--- src/rtl/hgd_pkg.sv ---
// Package of shared types, codes and constants for the head gesture detector.
package hgd_pkg;

   // Mode codes of the gesture machine; a classified sample uses the same codes.
   typedef enum logic [2:0] {
      MODE_HOLD  = 3'd0,
      MODE_IDLE  = 3'd1,
      MODE_LEFT  = 3'd2,
      MODE_RIGHT = 3'd3,
      MODE_DOWN  = 3'd4,
      MODE_UP    = 3'd5
   } mode_type;

   typedef enum logic [2:0] {
      GEST_NONE  = 3'd0,
      GEST_LEFT  = 3'd1,
      GEST_RIGHT = 3'd2,
      GEST_DOWN  = 3'd3,
      GEST_UP    = 3'd4
   } gesture_type;

   // Register indexes of the configuration port.
   localparam logic [2:0] CSR_LEFT_LIMIT   = 3'd0;
   localparam logic [2:0] CSR_RIGHT_LIMIT  = 3'd1;
   localparam logic [2:0] CSR_DOWN_LIMIT   = 3'd2;
   localparam logic [2:0] CSR_UP_LIMIT     = 3'd3;
   localparam logic [2:0] CSR_HOLD_TIMEOUT = 3'd4;
   localparam logic [2:0] CSR_MIN_TIME     = 3'd5;

   // Reset values: 0.6, -0.4, -0.4 and 0.1 in Q1.14, then microseconds.
   localparam logic signed [15:0] LEFT_LIMIT_RESET   = 16'sd9830;
   localparam logic signed [15:0] RIGHT_LIMIT_RESET  = -16'sd6554;
   localparam logic signed [15:0] DOWN_LIMIT_RESET   = -16'sd6554;
   localparam logic signed [15:0] UP_LIMIT_RESET     = 16'sd1638;
   localparam logic [31:0]        HOLD_TIMEOUT_RESET = 32'd1500000;
   localparam logic [31:0]        MIN_TIME_RESET     = 32'd200000;

   // Depth of the queue between the front and back parts.
   localparam int QueueDepth = 4;
   localparam int QueuePtrW  = $clog2(QueueDepth);
   localparam int QueueCntW  = $clog2(QueueDepth + 1);

   typedef struct packed {
      logic signed [15:0] pitch;
      logic signed [15:0] yaw;
      logic [62:0]        sample_time;
   } req_type;

   typedef struct packed {
      gesture_type gesture;
      mode_type    mode_now;
   } rsp_type;

   typedef struct packed {
      logic signed [15:0] left_limit;
      logic signed [15:0] right_limit;
      logic signed [15:0] down_limit;
      logic signed [15:0] up_limit;
      logic [31:0]        hold_timeout;
      logic [31:0]        min_gesture_time;
   } cfg_type;

   // A classified sample as it travels through the queue.
   typedef struct packed {
      mode_type    cls;
      logic [62:0] sample_time;
   } item_type;

endpackage

--- src/rtl/hgd_front.sv ---
// Front part: accepts samples, classifies them and registers the result.
module hgd_front import hgd_pkg::*; (
   input  logic     clock,
   input  logic     reset,
   input  cfg_type  cfg,
   input  logic     req_valid,
   output logic     req_stall,
   input  req_type  req_data,
   output logic     item_valid,
   output item_type item,
   input  logic     item_stall
);

   logic     stage_valid_ff, stage_valid_in;
   item_type stage_ff;
   mode_type cls;
   logic     accept;

   // Priority: left, right, down, up, otherwise neutral.
   always_comb begin
      if (req_data.yaw > cfg.left_limit) begin
         cls = MODE_LEFT;
      end else if (req_data.yaw < cfg.right_limit) begin
         cls = MODE_RIGHT;
      end else if (req_data.pitch < cfg.down_limit) begin
         cls = MODE_DOWN;
      end else if (req_data.pitch > cfg.up_limit) begin
         cls = MODE_UP;
      end else begin
         cls = MODE_IDLE;
      end
   end

   assign req_stall      = stage_valid_ff && item_stall;
   assign accept         = req_valid && !req_stall;
   assign stage_valid_in = accept || (stage_valid_ff && item_stall);

   always_ff @(posedge clock) begin
      if (reset) begin
         stage_valid_ff <= 1'b0;
      end else begin
         stage_valid_ff <= stage_valid_in;
      end
   end

   always_ff @(posedge clock) begin
      if (accept) begin
         stage_ff.cls         <= cls;
         stage_ff.sample_time <= req_data.sample_time;
      end
   end

   assign item_valid = stage_valid_ff;
   assign item       = stage_ff;

endmodule

--- src/rtl/hgd_queue.sv ---
// Short queue of classified samples between the front and back parts.
module hgd_queue import hgd_pkg::*; (
   input  logic     clock,
   input  logic     reset,
   input  logic     push_valid,
   output logic     push_stall,
   input  item_type push_item,
   output logic     pop_valid,
   input  logic     pop_stall,
   output item_type pop_item
);

   item_type               entry_ff [QueueDepth];
   logic [QueuePtrW-1:0]   head_ff, head_in, tail_ff, tail_in;
   logic [QueueCntW-1:0]   count_ff, count_in;
   logic                   push, pop, full;

   assign full       = (count_ff == QueueCntW'(QueueDepth));
   assign pop_valid  = (count_ff != '0);
   assign pop        = pop_valid && !pop_stall;
   assign push_stall = full && !pop;
   assign push       = push_valid && !push_stall;
   assign pop_item   = entry_ff[head_ff];

   always_comb begin
      head_in  = head_ff;
      tail_in  = tail_ff;
      count_in = count_ff;
      if (pop) begin
         head_in = (head_ff == QueuePtrW'(QueueDepth - 1)) ? '0 : head_ff + 1'b1;
      end
      if (push) begin
         tail_in = (tail_ff == QueuePtrW'(QueueDepth - 1)) ? '0 : tail_ff + 1'b1;
      end
      if (push && !pop) begin
         count_in = count_ff + 1'b1;
      end else if (pop && !push) begin
         count_in = count_ff - 1'b1;
      end
   end

   always_ff @(posedge clock) begin
      if (reset) begin
         head_ff  <= '0;
         tail_ff  <= '0;
         count_ff <= '0;
      end else begin
         head_ff  <= head_in;
         tail_ff  <= tail_in;
         count_ff <= count_in;
      end
   end

   always_ff @(posedge clock) begin
      if (push) begin
         entry_ff[tail_ff] <= push_item;
      end
   end

   a_count_bound: assert property (@(posedge clock) disable iff (reset)
      count_ff <= QueueCntW'(QueueDepth))
      else $error("queue count beyond depth");

   a_count_track: assert property (@(posedge clock) disable iff (reset)
      (push && !pop) |=> (count_ff == $past(count_ff) + 1'b1))
      else $error("queue count did not follow a push");

endmodule

--- src/rtl/hgd_back.sv ---
// Back part: the gesture mode machine and the registered result.
module hgd_back import hgd_pkg::*; (
   input  logic     clock,
   input  logic     reset,
   input  cfg_type  cfg,
   input  logic     in_valid,
   output logic     in_stall,
   input  item_type in_item,
   output logic     rsp_valid,
   input  logic     rsp_stall,
   output rsp_type  rsp_data
);

   mode_type          mode_ff, mode_in;
   logic [62:0]       start_ff, start_in;
   logic              armed_ff, armed_in;
   gesture_type       fired;
   logic              rsp_valid_ff, rsp_valid_in;
   rsp_type           rsp_ff;
   logic              take;
   logic signed [63:0] gap;
   logic              over_hold, over_min, neutral;

   assign in_stall     = rsp_valid_ff && rsp_stall;
   assign take         = in_valid && !in_stall;
   assign rsp_valid_in = take || (rsp_valid_ff && rsp_stall);

   // Both stamps are below 2^63, so the signed difference cannot overflow.
   assign gap       = $signed({1'b0, in_item.sample_time}) - $signed({1'b0, start_ff});
   assign over_hold = gap > $signed({32'b0, cfg.hold_timeout});
   assign over_min  = gap > $signed({32'b0, cfg.min_gesture_time});
   assign neutral   = (in_item.cls == MODE_IDLE);

   // Next mode.
   always_comb begin
      mode_in = mode_ff;
      case (mode_ff)
         MODE_IDLE: begin
            if (!neutral) begin
               mode_in = in_item.cls;
            end
         end
         MODE_LEFT, MODE_RIGHT, MODE_DOWN, MODE_UP: begin
            if (over_hold) begin
               mode_in = MODE_HOLD;
            end else if (neutral) begin
               mode_in = MODE_IDLE;
            end
         end
         default: begin
            mode_in = neutral ? MODE_IDLE : MODE_HOLD;
         end
      endcase
   end

   // Firing, arming and start time.
   always_comb begin
      fired    = GEST_NONE;
      armed_in = armed_ff;
      start_in = start_ff;
      case (mode_ff)
         MODE_IDLE: begin
            if (!neutral) begin
               armed_in = 1'b1;
               start_in = in_item.sample_time;
            end
         end
         MODE_LEFT, MODE_RIGHT, MODE_DOWN, MODE_UP: begin
            if (over_hold) begin
               armed_in = 1'b0;
            end else if (neutral && over_min && armed_ff) begin
               armed_in = 1'b0;
               case (mode_ff)
                  MODE_LEFT:  fired = GEST_LEFT;
                  MODE_RIGHT: fired = GEST_RIGHT;
                  MODE_DOWN:  fired = GEST_DOWN;
                  default:    fired = GEST_UP;
               endcase
            end
         end
         default: begin
         end
      endcase
   end

   always_ff @(posedge clock) begin
      if (reset) begin
         mode_ff      <= MODE_HOLD;
         start_ff     <= '0;
         armed_ff     <= 1'b0;
         rsp_valid_ff <= 1'b0;
      end else begin
         rsp_valid_ff <= rsp_valid_in;
         if (take) begin
            mode_ff  <= mode_in;
            start_ff <= start_in;
            armed_ff <= armed_in;
         end
      end
   end

   always_ff @(posedge clock) begin
      if (take) begin
         rsp_ff.gesture  <= fired;
         rsp_ff.mode_now <= mode_in;
      end
   end

   assign rsp_valid = rsp_valid_ff;
   assign rsp_data  = rsp_ff;

   a_fire_to_idle: assert property (@(posedge clock) disable iff (reset)
      (rsp_valid_ff && rsp_ff.gesture != GEST_NONE) |-> (rsp_ff.mode_now == MODE_IDLE))
      else $error("gesture fired without returning to idle");

   a_hold_unarmed: assert property (@(posedge clock) disable iff (reset)
      (mode_ff == MODE_HOLD) |-> !armed_ff)
      else $error("armed while in hold");

   a_mode_matches: assert property (@(posedge clock) disable iff (reset)
      take |=> (rsp_ff.mode_now == mode_ff))
      else $error("reported mode differs from machine state");

endmodule

--- src/rtl/head_gesture_detector.sv ---
// Top level of the head gesture detector: configuration registers and the two parts.
//
// Usage. Each transaction on the req_ channel carries one head rotation sample
// (pitch and yaw in signed Q1.14, timestamp in microseconds). It is taken at a
// rising edge with req_valid high and req_stall low. Every sample yields exactly
// one transaction on the rsp_ channel: the gesture fired by that sample (or none)
// and the mode after it, offered on rsp_valid until an edge with rsp_stall low.
// The front part classifies a sample against the four limits and registers it,
// a four-entry queue carries it to the back part, and the back part runs the
// mode machine and registers the result. A result is offered from the output
// register once its sample has passed the front register and the queue. While
// rsp_stall is low, one sample per cycle is sustained, set by the mode machine,
// which updates its state once per taken sample with one 64-bit subtraction.
// When the receiver stalls, the output register holds its result, the queue and
// then the front register fill, and only then does req_stall rise. Reset,
// synchronous and active high, restores the default limits and times, sets the
// mode to hold and clears the arming flag and the gesture start time. The csr_
// port is always ready; it should be written only while no samples are in flight.
module head_gesture_detector import hgd_pkg::*; (
   input  logic        clock,
   input  logic        reset,
   input  logic        req_valid,
   output logic        req_stall,
   input  req_type     req_data,
   output logic        rsp_valid,
   input  logic        rsp_stall,
   output rsp_type     rsp_data,
   input  logic        csr_valid,
   output logic        csr_ready,
   input  logic [2:0]  csr_index,
   input  logic [31:0] csr_data
);

   cfg_type  cfg_ff;
   logic     front_valid, front_stall;
   item_type front_item;
   logic     queue_valid, queue_stall;
   item_type queue_item;

   // The register file never holds off a write.
   assign csr_ready = 1'b1;

   // Limits take the low half of the data; writes to unknown indexes are dropped.
   always_ff @(posedge clock) begin
      if (reset) begin
         cfg_ff.left_limit       <= LEFT_LIMIT_RESET;
         cfg_ff.right_limit      <= RIGHT_LIMIT_RESET;
         cfg_ff.down_limit       <= DOWN_LIMIT_RESET;
         cfg_ff.up_limit         <= UP_LIMIT_RESET;
         cfg_ff.hold_timeout     <= HOLD_TIMEOUT_RESET;
         cfg_ff.min_gesture_time <= MIN_TIME_RESET;
      end else if (csr_valid && csr_ready) begin
         case (csr_index)
            CSR_LEFT_LIMIT:   cfg_ff.left_limit       <= $signed(csr_data[15:0]);
            CSR_RIGHT_LIMIT:  cfg_ff.right_limit      <= $signed(csr_data[15:0]);
            CSR_DOWN_LIMIT:   cfg_ff.down_limit       <= $signed(csr_data[15:0]);
            CSR_UP_LIMIT:     cfg_ff.up_limit         <= $signed(csr_data[15:0]);
            CSR_HOLD_TIMEOUT: cfg_ff.hold_timeout     <= csr_data;
            CSR_MIN_TIME:     cfg_ff.min_gesture_time <= csr_data;
            default: begin
            end
         endcase
      end
   end

   // Classification stage.
   hgd_front u_front (
      .clock      (clock),
      .reset      (reset),
      .cfg        (cfg_ff),
      .req_valid  (req_valid),
      .req_stall  (req_stall),
      .req_data   (req_data),
      .item_valid (front_valid),
      .item       (front_item),
      .item_stall (front_stall)
   );

   // Decoupling queue, so each part can stall on its own.
   hgd_queue u_queue (
      .clock      (clock),
      .reset      (reset),
      .push_valid (front_valid),
      .push_stall (front_stall),
      .push_item  (front_item),
      .pop_valid  (queue_valid),
      .pop_stall  (queue_stall),
      .pop_item   (queue_item)
   );

   // Mode machine and result register.
   hgd_back u_back (
      .clock     (clock),
      .reset     (reset),
      .cfg       (cfg_ff),
      .in_valid  (queue_valid),
      .in_stall  (queue_stall),
      .in_item   (queue_item),
      .rsp_valid (rsp_valid),
      .rsp_stall (rsp_stall),
      .rsp_data  (rsp_data)
   );

endmodule
--- config.mk ---
export PLATFORM = sky130hd
export DESIGN_NAME = head_gesture_detector
export DESIGN_NICKNAME = d
export VERILOG_FILES = /design/src/rtl/hgd_pkg.sv /design/src/rtl/hgd_front.sv /design/src/rtl/hgd_queue.sv /design/src/rtl/hgd_back.sv /design/src/rtl/head_gesture_detector.sv
export SDC_FILE = /design/constraint.sdc
export NUM_CORES = 1
export LEC_CHECK = 0
export BUFFER_PORTS_ARGS = -buffer_cell sky130_fd_sc_hd__buf_2
export CAP_MARGIN = 40
export CORE_UTILIZATION = 30
export DETAILED_ROUTE_END_ITERATION = 8
export PLACE_DENSITY = 0.46
export SETUP_SLACK_MARGIN = 0.4
export SLEW_MARGIN = 20
export SYNTH_ARGS = -nofsm -noshare
export SYNTH_HDL_FRONTEND = slang
export SYNTH_HIERARCHICAL = 1
export SYNTH_SLANG_ARGS = --single-unit
--- constraint.sdc ---
create_clock -name clock -period 8.37 [get_ports clock]
set_clock_uncertainty 0.1 [all_clocks]
set_input_delay 1.674 -clock clock [delete_from_list [all_inputs] [get_ports clock]]
set_output_delay 1.674 -clock clock [all_outputs]
set_load 0.02 [all_outputs]
==> summary.md, run 1 <==
| Metric | Value |
|---|---|
| Max transition margin | 44.9% |
| Sequential area share after synthesis | 50.3% |
| Yosys warns | 6 |
| Worst Setup EP | u_back/mode_ff[1] |
| All-layer global routing usage | 16.8% |
| Most common cell after layout, fill and taps aside | edfxtp_1 |
| Tmin final | 6.79 ns |
| Detailed placement HPWL | 61.2 mm |
| Cell Chain, Critical Path | buf_16, mux4_2, ha_1, a21oi_1, o21ai_0, a21oi_1, a211oi_1, nor2_1, xnor2_1, ha_1, nand3_1, nor3_1, nand2_1, nor3_1, o2111ai_1, or4_1, nor4_4, nand3_1, a311oi_1 |
| First-pass GRT wire length | 122 mm |
| Largest net degree at the start of global routing | 97 |
| Synth Flop Type | edfxtp_1 |
| Synth Instances | 2579 |
| Number of global-route vias before repair | 19900 |
| Initial core utilization | 30.3% |
| Static Leak | 12.2 nW |
| Logic gate share of total power | 45.3% |
| Seq pwr share | 29.0% |
| Dominant cells by area after synthesis | edfxtp_1 36%, dfxtp_1 15%, ha_1 8.6%, mux4_2 5.3%, mux2i_1 4.9% |
| Synth-to-Final Area Change | 14.5% |
| Post-CTS Hold Buffers | 0 |
| Worst Path Arrival | 7.22 ns |
| Gpl congestion | 0.951 |
| Ant. Diodes | 0 |
| Cell area after layout | 0.0324 mm² |
| Final Hold Vio Count | 0 |
| Initial antenna violation count | 1 |
| CTS max path bufs | 3 |
| CTS clk-pin slew, worst paths | 0.06 ns |
| Pint | 6.41 mW |
| WHS Path Cells | 2 |
| Detailed Routing Iterations Pass 1 | 5 |
| Mapped cell area | 0.0283 mm² |
| Port Buffers | 142 |
| CTS buffer count | 59 |
| # Max-Cap Violations | 0 |
| Via count | 19900 |
| DRC | 0 |
| Non-Filler Instances | 3998 |
| Final TNS setup | 0 ns |
| Max Clock Freq | 0.147 GHz |
| Power Dens Cells | 329 mW/mm² |
| Finish-stage setup viols | 0 |
| WL/cell | 20.1 µm |
| I/O pins | 144 |
| #FFs+latches synth | 542 |
| H-tree depth | 2 |
| Mean Syn Cell Area | 11.0 µm² |
| Top-area cell type share of the netlist area | 35.7% |
| Die span in x | 309 µm |
| Clock Latency Late Sink | 0.64 ns |
| Mapped Nets | 2911 |
| Util after Layout | 34.7% |
| Max-slew violations | 0 |
| Num Clock Sinks | 542 |
| Chip height | 309 µm |
| Worst Setup End Kind | flop |
| Netlist cell types | 91 |
| Final wirelength | 80.5 mm |
| Worst Setup Path Type | reg2reg |
| Slowest CP cell | a211oi_1 |
| R2R Path End | u_back/mode_ff[1] |
| Die Area | 0.0954 mm² |
| Core ar. | 0.0933 mm² |
| R2r worst-path depth | 19 |
| Via density | 4.97 |
| CP peak stage delay | 0.63 ns |
| NetSw | 4.24 mW |
| Startpoint types | flop |
| Placed cell count | 3887 |
| Outcome | finished, final reports clean |
| Most frequent cells in the layout | 336 x edfxtp_1, 244 x nand2_1, 224 x inv_1, 208 x a21oi_1, 204 x dfxtp_1 |
| Postcts setup bufs | 0 |
| GRT Residual Overflow | 0 |
| VDD IR max | 0.166 mV |
| Rows | 112 |
| Initial DRC Count | 1097 |
| Crit Path Max Fanout | 29 |
| WP data required | 8.80 ns |
| Net Sw Frac | 39.9% |
| Fin nets | 3028 |
| Power Total | 10.7 mW |
| RSZ-0062 raised after global routing | no |
| Number of flops mapped to enable cells by yosys | 336 |
| Clock root cell | clkbuf_16 |
| CTS tree | built |
| ANT nets after route | 0 |
| Asr flop ratio synth | 0% |
| Share of cells above drive strength 1 | 13.6% |
| Post-CTS Resized | 0 |
| Placed Area | 0.0302 mm² |
| Fin crit share | 81.1% |
| Tightest Pin Transition | 0.814 ns |
| Synth area leader | edfxtp_1 |
| Reg2Reg Setup Slack | 1.58 ns |
| Min-Delay Path Class | reg2reg |
| Clock power frac | 25.7% |
-- cells by family (layout without fill, tap and decap cells) --
kind of cell	after synthesis	in the layout	synth area share (%)
compound gates	493	493	10.9
xor+xnor	39	39	1.21
buf+inv	336	501	4.89
fa+ha+maj	197	197	8.78
flops	542	542	50.3
other cells	1	1	0.0133
simple gates	763	763	13.6
mux	208	208	10.3
-- area by class of cell --
class | count | area (µm²)
sequential | 542 | 14200
tap | 1254 | 1570
clock buffer | 74 | 1590
fill | 9387 | 61000
inverter | 225 | 845
multi-input combinational | 1701 | 12700
clock inverter | 35 | 467
timing repair buffer | 167 | 956
-- cell usage after synthesis (13+ instances only) --
| library cell | instances |
|---|---|
| edfxtp_1 | 336 |
| nand2_1 | 245 |
| inv_1 | 224 |
| a21oi_1 | 208 |
| dfxtp_1 | 206 |
| ha_1 | 195 |
| nor2_1 | 172 |
| mux2i_1 | 139 |
| nand2b_1 | 125 |
| mux4_2 | 66 |
| clkbuf_1 | 65 |
| o21ai_0 | 61 |
| nand4_1 | 56 |
| nor3_1 | 40 |
| a21o_1 | 39 |
| buf_2 | 27 |
| nand3_1 | 26 |
| xnor2_1 | 23 |
| o21a_1 | 20 |
| a211oi_1 | 19 |
| o21ai_1 | 19 |
| xor2_1 | 16 |
| and3_1 | 13 |
-- worst min path at each step --
stage	slack [ns]	to	from
global placement	0.34	u_back/start_ff[10]	u_back/start_ff[10]
detailed placement	0.35	u_back/start_ff[10]	u_back/start_ff[10]
floorplan	0.34	u_back/start_ff[10]	u_back/start_ff[10]
finish	0.35	u_back/start_ff[24]	u_back/start_ff[24]
CTS	0.35	u_back/start_ff[41]	u_back/start_ff[41]
global route	0.37	u_back/start_ff[16]	u_back/start_ff[16]
-- power groups by stage --
stage	clock network (mW)	logic, mW	registers, mW
floorplan	0	3.37	3.10
detailed placement	0	4.73	3.19
finish	2.74	4.82	3.09
global placement	0	4.76	3.19
global route	2.94	5.32	3.10
CTS	2.83	4.75	3.14
-- sequential cells by signal, summed over array words and instances, names as in the netlist, named ones only --
name,count
u_back/rsp_valid,1
u_queue/tail_ff,2
u_back/mode_ff,3
u_front/item_valid,1
u_queue/count_ff,3
u_front/item,66
cfg_ff,128
u_queue/entry_ff,264
u_back/start_ff,63
u_queue/head_ff,2
u_back/rsp_data,6
u_back/armed_ff,1
-- critical path, delay by kind of cell (launching register included) --
kind	cells	cell delay (ns)
xor+xnor	1	0.21
simple gates	8	2.13
buf+inv	1	0.26
compound gates	6	2.03
flops	1	0.48
mux	1	0.59
fa+ha+maj	2	0.81
-- stage by stage --
stage / setup slack, ns / hold WS (ns)
after global placement: 1.44 / 0.342
final: 1.58 / 0.354
after floorplan: 2.53 / 0.336
after detailed placement: 1.34 / 0.346
after global routing: 1.18 / 0.375
after CTS: 1.34 / 0.355
-- per-layer routing --
layer,part of all wire (%),vias to the layer above,track usage [%],wire length (µm)
met1,48,9701,23.5,38700
met4,2.0,0,3.96,1600
li1,-,9606,-,-
met3,4.3,95,2.42,3430
met5,0,-,0,0
met2,46,458,27.2,36800
No activity file was read; power rests on OpenSTA's default activity.
==> run 2: changes to the inputs <==
==> constraint.sdc (replaced) <==
create_clock -name clock -period 6.98 [get_ports clock]
set_clock_uncertainty 0.1 [all_clocks]
set_input_delay 1.396 -clock clock [delete_from_list [all_inputs] [get_ports clock]]
set_output_delay 1.396 -clock clock [all_outputs]
set_load 0.02 [all_outputs]
==> run 2 against run 1 <==
Sequential power up 19%. Non-clock buffer count increased by 49. Sequential share of layout area down 0.68 points. Sequential cell count did not move. Critical path depth grew 4. Global-route usage grew 0.10 points. Maximum frequency grew 9.8%. First-iteration DRC count rose by 3.0%. Via count shrank 0.15%. Final cell count increased by 1.3%. Total power rose by 24%. Worst hold slack got worse by 0.0012 ns. Largest cell class unchanged. Highest routed layer unchanged.
==> summary.md, run 2 (synthesis gave the netlist of run 1 again) <==
| Metric | Value |
|---|---|
| Outcome | finished, final reports clean |
| # Max-Cap Violations | 0 |
| Detailed placement HPWL | 61.9 mm |
| Synth-to-Final Area Change | 16.3% |
| Placed cell count | 3923 |
| # fillers | 9383 |
| Worst Setup End Kind | flop |
| Initial DRC Count | 1130 |
| Clock Latency Late Sink | 0.64 ns |
| Final wirelength | 81.2 mm |
| Min-Delay Path Class | reg2reg |
| WP data required | 7.41 ns |
| Util after Layout | 35.2% |
| Number of global-route vias before repair | 20000 |
| Detailed Routing Iterations Pass 1 | 7 |
| Die Area | 0.0954 mm² |
| Core ar. | 0.0933 mm² |
| Non-Filler Instances | 4050 |
| Chip height | 309 µm |
| Most frequent cells in the layout | 336 x edfxtp_1, 244 x nand2_1, 224 x inv_1, 207 x a21oi_1, 204 x dfxtp_1 |
| Startpoint types | flop |
| Port Buffers | 142 |
| Power Dens Cells | 400 mW/mm² |
| Share of cells above drive strength 1 | 15.6% |
| Crit Path Max Fanout | 17 |
| Finish-stage setup viols | 0 |
| Gpl congestion | 0.934 |
| CTS clk-pin slew, worst paths | 0.06 ns |
| WL/cell | 20.0 µm |
| Fin nets | 3078 |
| CTS max path bufs | 3 |
| DRC | 0 |
| Fin crit share | 88.5% |
| Final Hold Vio Count | 0 |
| Most common cell after layout, fill and taps aside | edfxtp_1 |
| CTS tree | built |
| Worst Setup Path Type | reg2reg |
| Max Clock Freq | 0.162 GHz |
| Final TNS setup | 0 ns |
| Max transition margin | 45.8% |
| RSZ-0062 raised after global routing | no |
| Num Clock Sinks | 542 |
| Tmin final | 6.18 ns |
| CTS buffer count | 60 |
| Max reg flops | 264 |
| Min-Delay Startpoint | u_back/start_ff[16] |
| Ant. Diodes | 0 |
| First-pass GRT wire length | 122 mm |
| Static Leak | 12.4 nW |
| I/O pins | 144 |
| Most flops, register | u_queue/entry_ff |
| ANT nets after route | 0 |
| Clock root cell | clkbuf_16 |
| VDD IR max | 0.203 mV |
| Max-slew violations | 0 |
| H-tree depth | 2 |
| Rows | 112 |
| Via density | 4.90 |
| GRT Residual Overflow | 0 |
| Worst Path Arrival | 6.61 ns |
| Initial core utilization | 30.3% |
| Initial antenna violation count | 0 |
| Largest net degree at the start of global routing | 136 |
| Via count | 19800 |
| Die span in x | 309 µm |
| All-layer global routing usage | 16.9% |
| Tightest Pin Transition | 0.813 ns |
==> run 2: changes by cell type in the layout (fill, tap and decap cells not counted), sizes merged <==
cell | previous run | this run
inv | 230 | 228
clkinvlp | 3 | 5
clkinv | 17 | 20
buf | 167 | 216
==> run 2: timing repair <==
action,in CTS,in global routing
hold buffers,0,0
hold endpoints to repair,0,0
gates resized for setup,0,15
setup buffers,0,14
endpoints found under the setup margin,0,7
==> run 2: worst max-delay path: stages (launching register included) <==
cell and delay [ns]:
dfxtp_4 0.37, buf_12 0.14, buf_12 0.19, mux4_2 0.55, ha_1 0.43, a21oi_1 0.31
o21ai_0 0.13, a21oi_1 0.32, o21bai_2 0.18, o21ai_1 0.20, nand2_1 0.11, xor2_2 0.17
ha_1 0.32, a21oi_1 0.18, nor2b_1 0.06, o31a_1 0.23, o21ai_0 0.16, nand3b_1 0.09
a21oi_1 0.18, o2111ai_1 0.16, or4_1 0.57, nor4_4 0.35, nand3_1 0.22, a311oi_1 0.32
==> run 2: worst paths after layout <==
check,cells after the start,slack (ns),endpoint
setup / recovery,23,0.80,u_back/mode_ff[2]
hold / removal,2,0.35,u_back/start_ff[16]
setup reg to reg,23,0.80,u_back/mode_ff[2]
hold reg to reg,2,0.35,u_back/start_ff[16]
==> run 2: routing by layer <==
| metal | up-vias | GRT usage (%) | share of wire [%] |
|---|---|---|---|
| li1 | 9704 | - | - |
| met3 | 88 | 2.21 | 3.6 |
| met4 | 0 | 4.02 | 2.0 |
| met2 | 380 | 27.3 | 46 |
| met1 | 9658 | 23.9 | 49 |
| met5 | - | 0 | 0 |
==> run 2: area by class of cell <==
cell class	count	area (µm²)	area share, %
clock inverter	38	478	1.45
tap	1254	1570	4.77
inverter	225	845	2.57
timing repair buffer	216	1350	4.09
multi-input combinational	1701	12800	38.8
sequential	542	14200	43.3
clock buffer	74	1650	5.01
==> run 2: stage by stage <==
stage / total power, mW / instance area, µm² / setup WS [ns] / hold slack (ns)
after floorplan: 7.76 / 28300 / 1.42 / 0.336
after global placement: 9.72 / 30500 / 0.549 / 0.342
after detailed placement: 9.72 / 30500 / 0.472 / 0.346
after CTS: 13.2 / 32700 / 0.423 / 0.355
after global routing: 14.0 / 32900 / 0.460 / 0.368
final: 13.2 / 32900 / 0.801 / 0.353
==> run 2: where the power goes <==
part,switching (mW),leakage [nW],internal [mW]
sequential,0.101,4.77,3.57
clock,1.33,1.03,2.04
combinational,3.77,6.65,2.34
total,5.20,12.4,7.95
==> run 3: changes to the inputs <==
--- a/config.mk
+++ b/config.mk
@@ -7,9 +7,9 @@
 export LEC_CHECK = 0
 export BUFFER_PORTS_ARGS = -buffer_cell sky130_fd_sc_hd__buf_2
 export CAP_MARGIN = 40
-export CORE_UTILIZATION = 30
+export CORE_UTILIZATION = 51
 export DETAILED_ROUTE_END_ITERATION = 8
-export PLACE_DENSITY = 0.46
+export PLACE_DENSITY = 0.69
 export SETUP_SLACK_MARGIN = 0.4
 export SLEW_MARGIN = 20
 export SYNTH_ARGS = -nofsm -noshare
==> run 3 against run 2 <==
Register-to-register slack got worse by 0.04 ns. First-iteration DRC count increased by 32%. Design area decreased by 3.5%. Clock-buffer cell count decreased by 1. Non-clock buffer count decreased by 33. Total power decreased by 4.4%. Critical path type unchanged. Critical endpoint is now u_back/mode_ff[1]. Highest routed layer is now met5.
==> summary.md, run 3 (synthesis gave the netlist of run 1 again) <==
| Metric | Value |
|---|---|
| Worst Setup End Kind | flop |
| Rows | 85 |
| Die Area | 0.0564 mm² |
| Cell area after layout | 0.0317 mm² |
| Placed Area | 0.0296 mm² |
| Worst Setup Path Type | reg2reg |
| First-pass GRT wire length | 114 mm |
| Largest delay contributor family on the critical path | compound AO/OA/AOI/OAI gates |
| Clock Latency Late Sink | 0.61 ns |
| Initial DRC Count | 1489 |
| Die span in x | 237 µm |
| VDD IR max | 0.252 mV |
| Largest net degree at the start of global routing | 134 |
| Tightest Pin Transition | 0.836 ns |
| Finish-stage setup viols | 0 |
| Via count | 20100 |
| All-layer global routing usage | 26.4% |
| CP peak stage delay | 0.59 ns |
| Max reg flops | 264 |
| CTS max path bufs | 3 |
| Port Buffers | 142 |
| Tmin final | 6.22 ns |
| CTS clk-pin slew, worst paths | 0.06 ns |
| Util after Layout | 58.5% |
| Placed cell count | 3335 |
| Max-slew violations | 0 |
| Most frequent cells in the layout | 336 x edfxtp_1, 244 x nand2_1, 224 x inv_1, 207 x a21oi_1, 204 x dfxtp_1 |
| Via density | 5.82 |
| Ant. Diodes | 0 |
| Final TNS setup | 0 ns |
| WP data required | 7.38 ns |
| Final setup margin | 0.763 ns |
| Non-Filler Instances | 3450 |
| Core ar. | 0.0542 mm² |
| I/O pins | 144 |
| Initial antenna violation count | 1 |
| RSZ-0062 raised after global routing | no |
| Power Dens Cells | 397 mW/mm² |
| Setup WS pre-CTS | 0.393 ns |
| DRC | 0 |
| CTS tree | built |
| Outcome | finished, final reports clean |
| Min-Delay Path Class | reg2reg |
| Fin nets | 3040 |
| WP buf/inv | 3 |
| ANT nets after route | 0 |
| Share of cells above drive strength 1 | 14.0% |
| Detailed placement HPWL | 55.3 mm |
| Worst Path Arrival | 6.62 ns |
| Max Clock Freq | 0.161 GHz |
| # Max-Cap Violations | 0 |
| Clock root cell | clkbuf_16 |
| Detailed Routing Iterations Pass 1 | 5 |
| CTS buffer count | 55 |
| Gpl congestion | 0.971 |
| Most used cell, CP | a21oi_1 |
| Number of global-route vias before repair | 19700 |
| Crit Path Max Fanout | 10 |
| Chip height | 237 µm |
| Fin crit share | 89.1% |
| Startpoint types | flop |
| Most common cell after layout, fill and taps aside | edfxtp_1 |
| WL/cell | 21.5 µm |
| GRT Residual Overflow | 0 |
| Num Clock Sinks | 542 |
| H-tree depth | 2 |
| Final Hold Vio Count | 0 |
| Post-CTS Hold Buffers | 0 |
| Initial core utilization | 52.1% |
| Static Leak | 12.2 nW |
| Synth-to-Final Area Change | 12.2% |
| Max transition margin | 44.3% |
| Most flops, register | u_queue/entry_ff |
| Final wirelength | 74.1 mm |
| Slowest CP cell | or4_1 |
-- run 3: changes by cell type in the layout (fill, tap and decap cells not counted), moves of 2 or more --
cell / delta
clkinv_1: +2
clkbuf_1: +4
clkbuf_16: -5
inv_6: -2
clkinv_2: -5
buf_4: -32
bufinv_16: -2
o21ai_2: -2
-- run 3: timing repair --
item	CTS	global route
hold endpoints to repair	0	0
pin swaps	0	0
gates resized for setup	0	10
buffers inserted	1	9
endpoints found under the setup margin	3	7
-- run 3: final timing paths --
| path | end | startpoint | cells after the start | slack (ns) |
|---|---|---|---|---|
| worst max register to register | u_back/mode_ff[1] | flop | 25 | 0.76 |
| worst min register to register | u_back/start_ff[18] | u_back/start_ff[18] | 2 | 0.35 |
| worst min-delay path | u_back/start_ff[18] | u_back/start_ff[18] | 2 | 0.35 |
| worst max-delay path | u_back/mode_ff[1] | flop | 25 | 0.76 |
-- run 3: final cells by class --
cell class,count,area [µm²]
Fill cell,4472,22500
Tap cell,696,871
Inverter,225,845
Timing Repair Buffer,183,1100
Clock inverter,30,389
Clock buffer,73,1540
Multi-Input combinational cell,1701,12700
Sequential cell,542,14200
-- run 3: metrics by stage --
stage / hold WS [ns] / power (mW)
after floorplan: 0.336 / 7.76
after global placement: 0.341 / 9.32
after detailed placement: 0.346 / 9.37
after CTS: 0.355 / 12.5
after global routing: 0.373 / 13.3
final: 0.353 / 12.6
-- run 3: worst min-delay path: cells and delay by family, from the launching register on --
family / cells / cell delay, ns
DFF: 1 / 0.30
AOI/OAI and AO/OA: 1 / 0.05
and+or+nand+nor: 1 / 0.05
-- run 3: where the power goes --
part	internal, mW	switching, mW	leakage (nW)
combinational	2.21	3.60	6.48
clock	1.85	1.23	0.924
sequential	3.57	0.120	4.77
-- run 3: metal layers --
layer | global-route usage, % | wire length, µm | vias up
met5 | 0 | 13 | -
met4 | 7.19 | 1500 | 2
met3 | 2.97 | 3720 | 99
met2 | 42.0 | 33900 | 552
met1 | 38.2 | 35000 | 9818
li1 | - | - | 9617
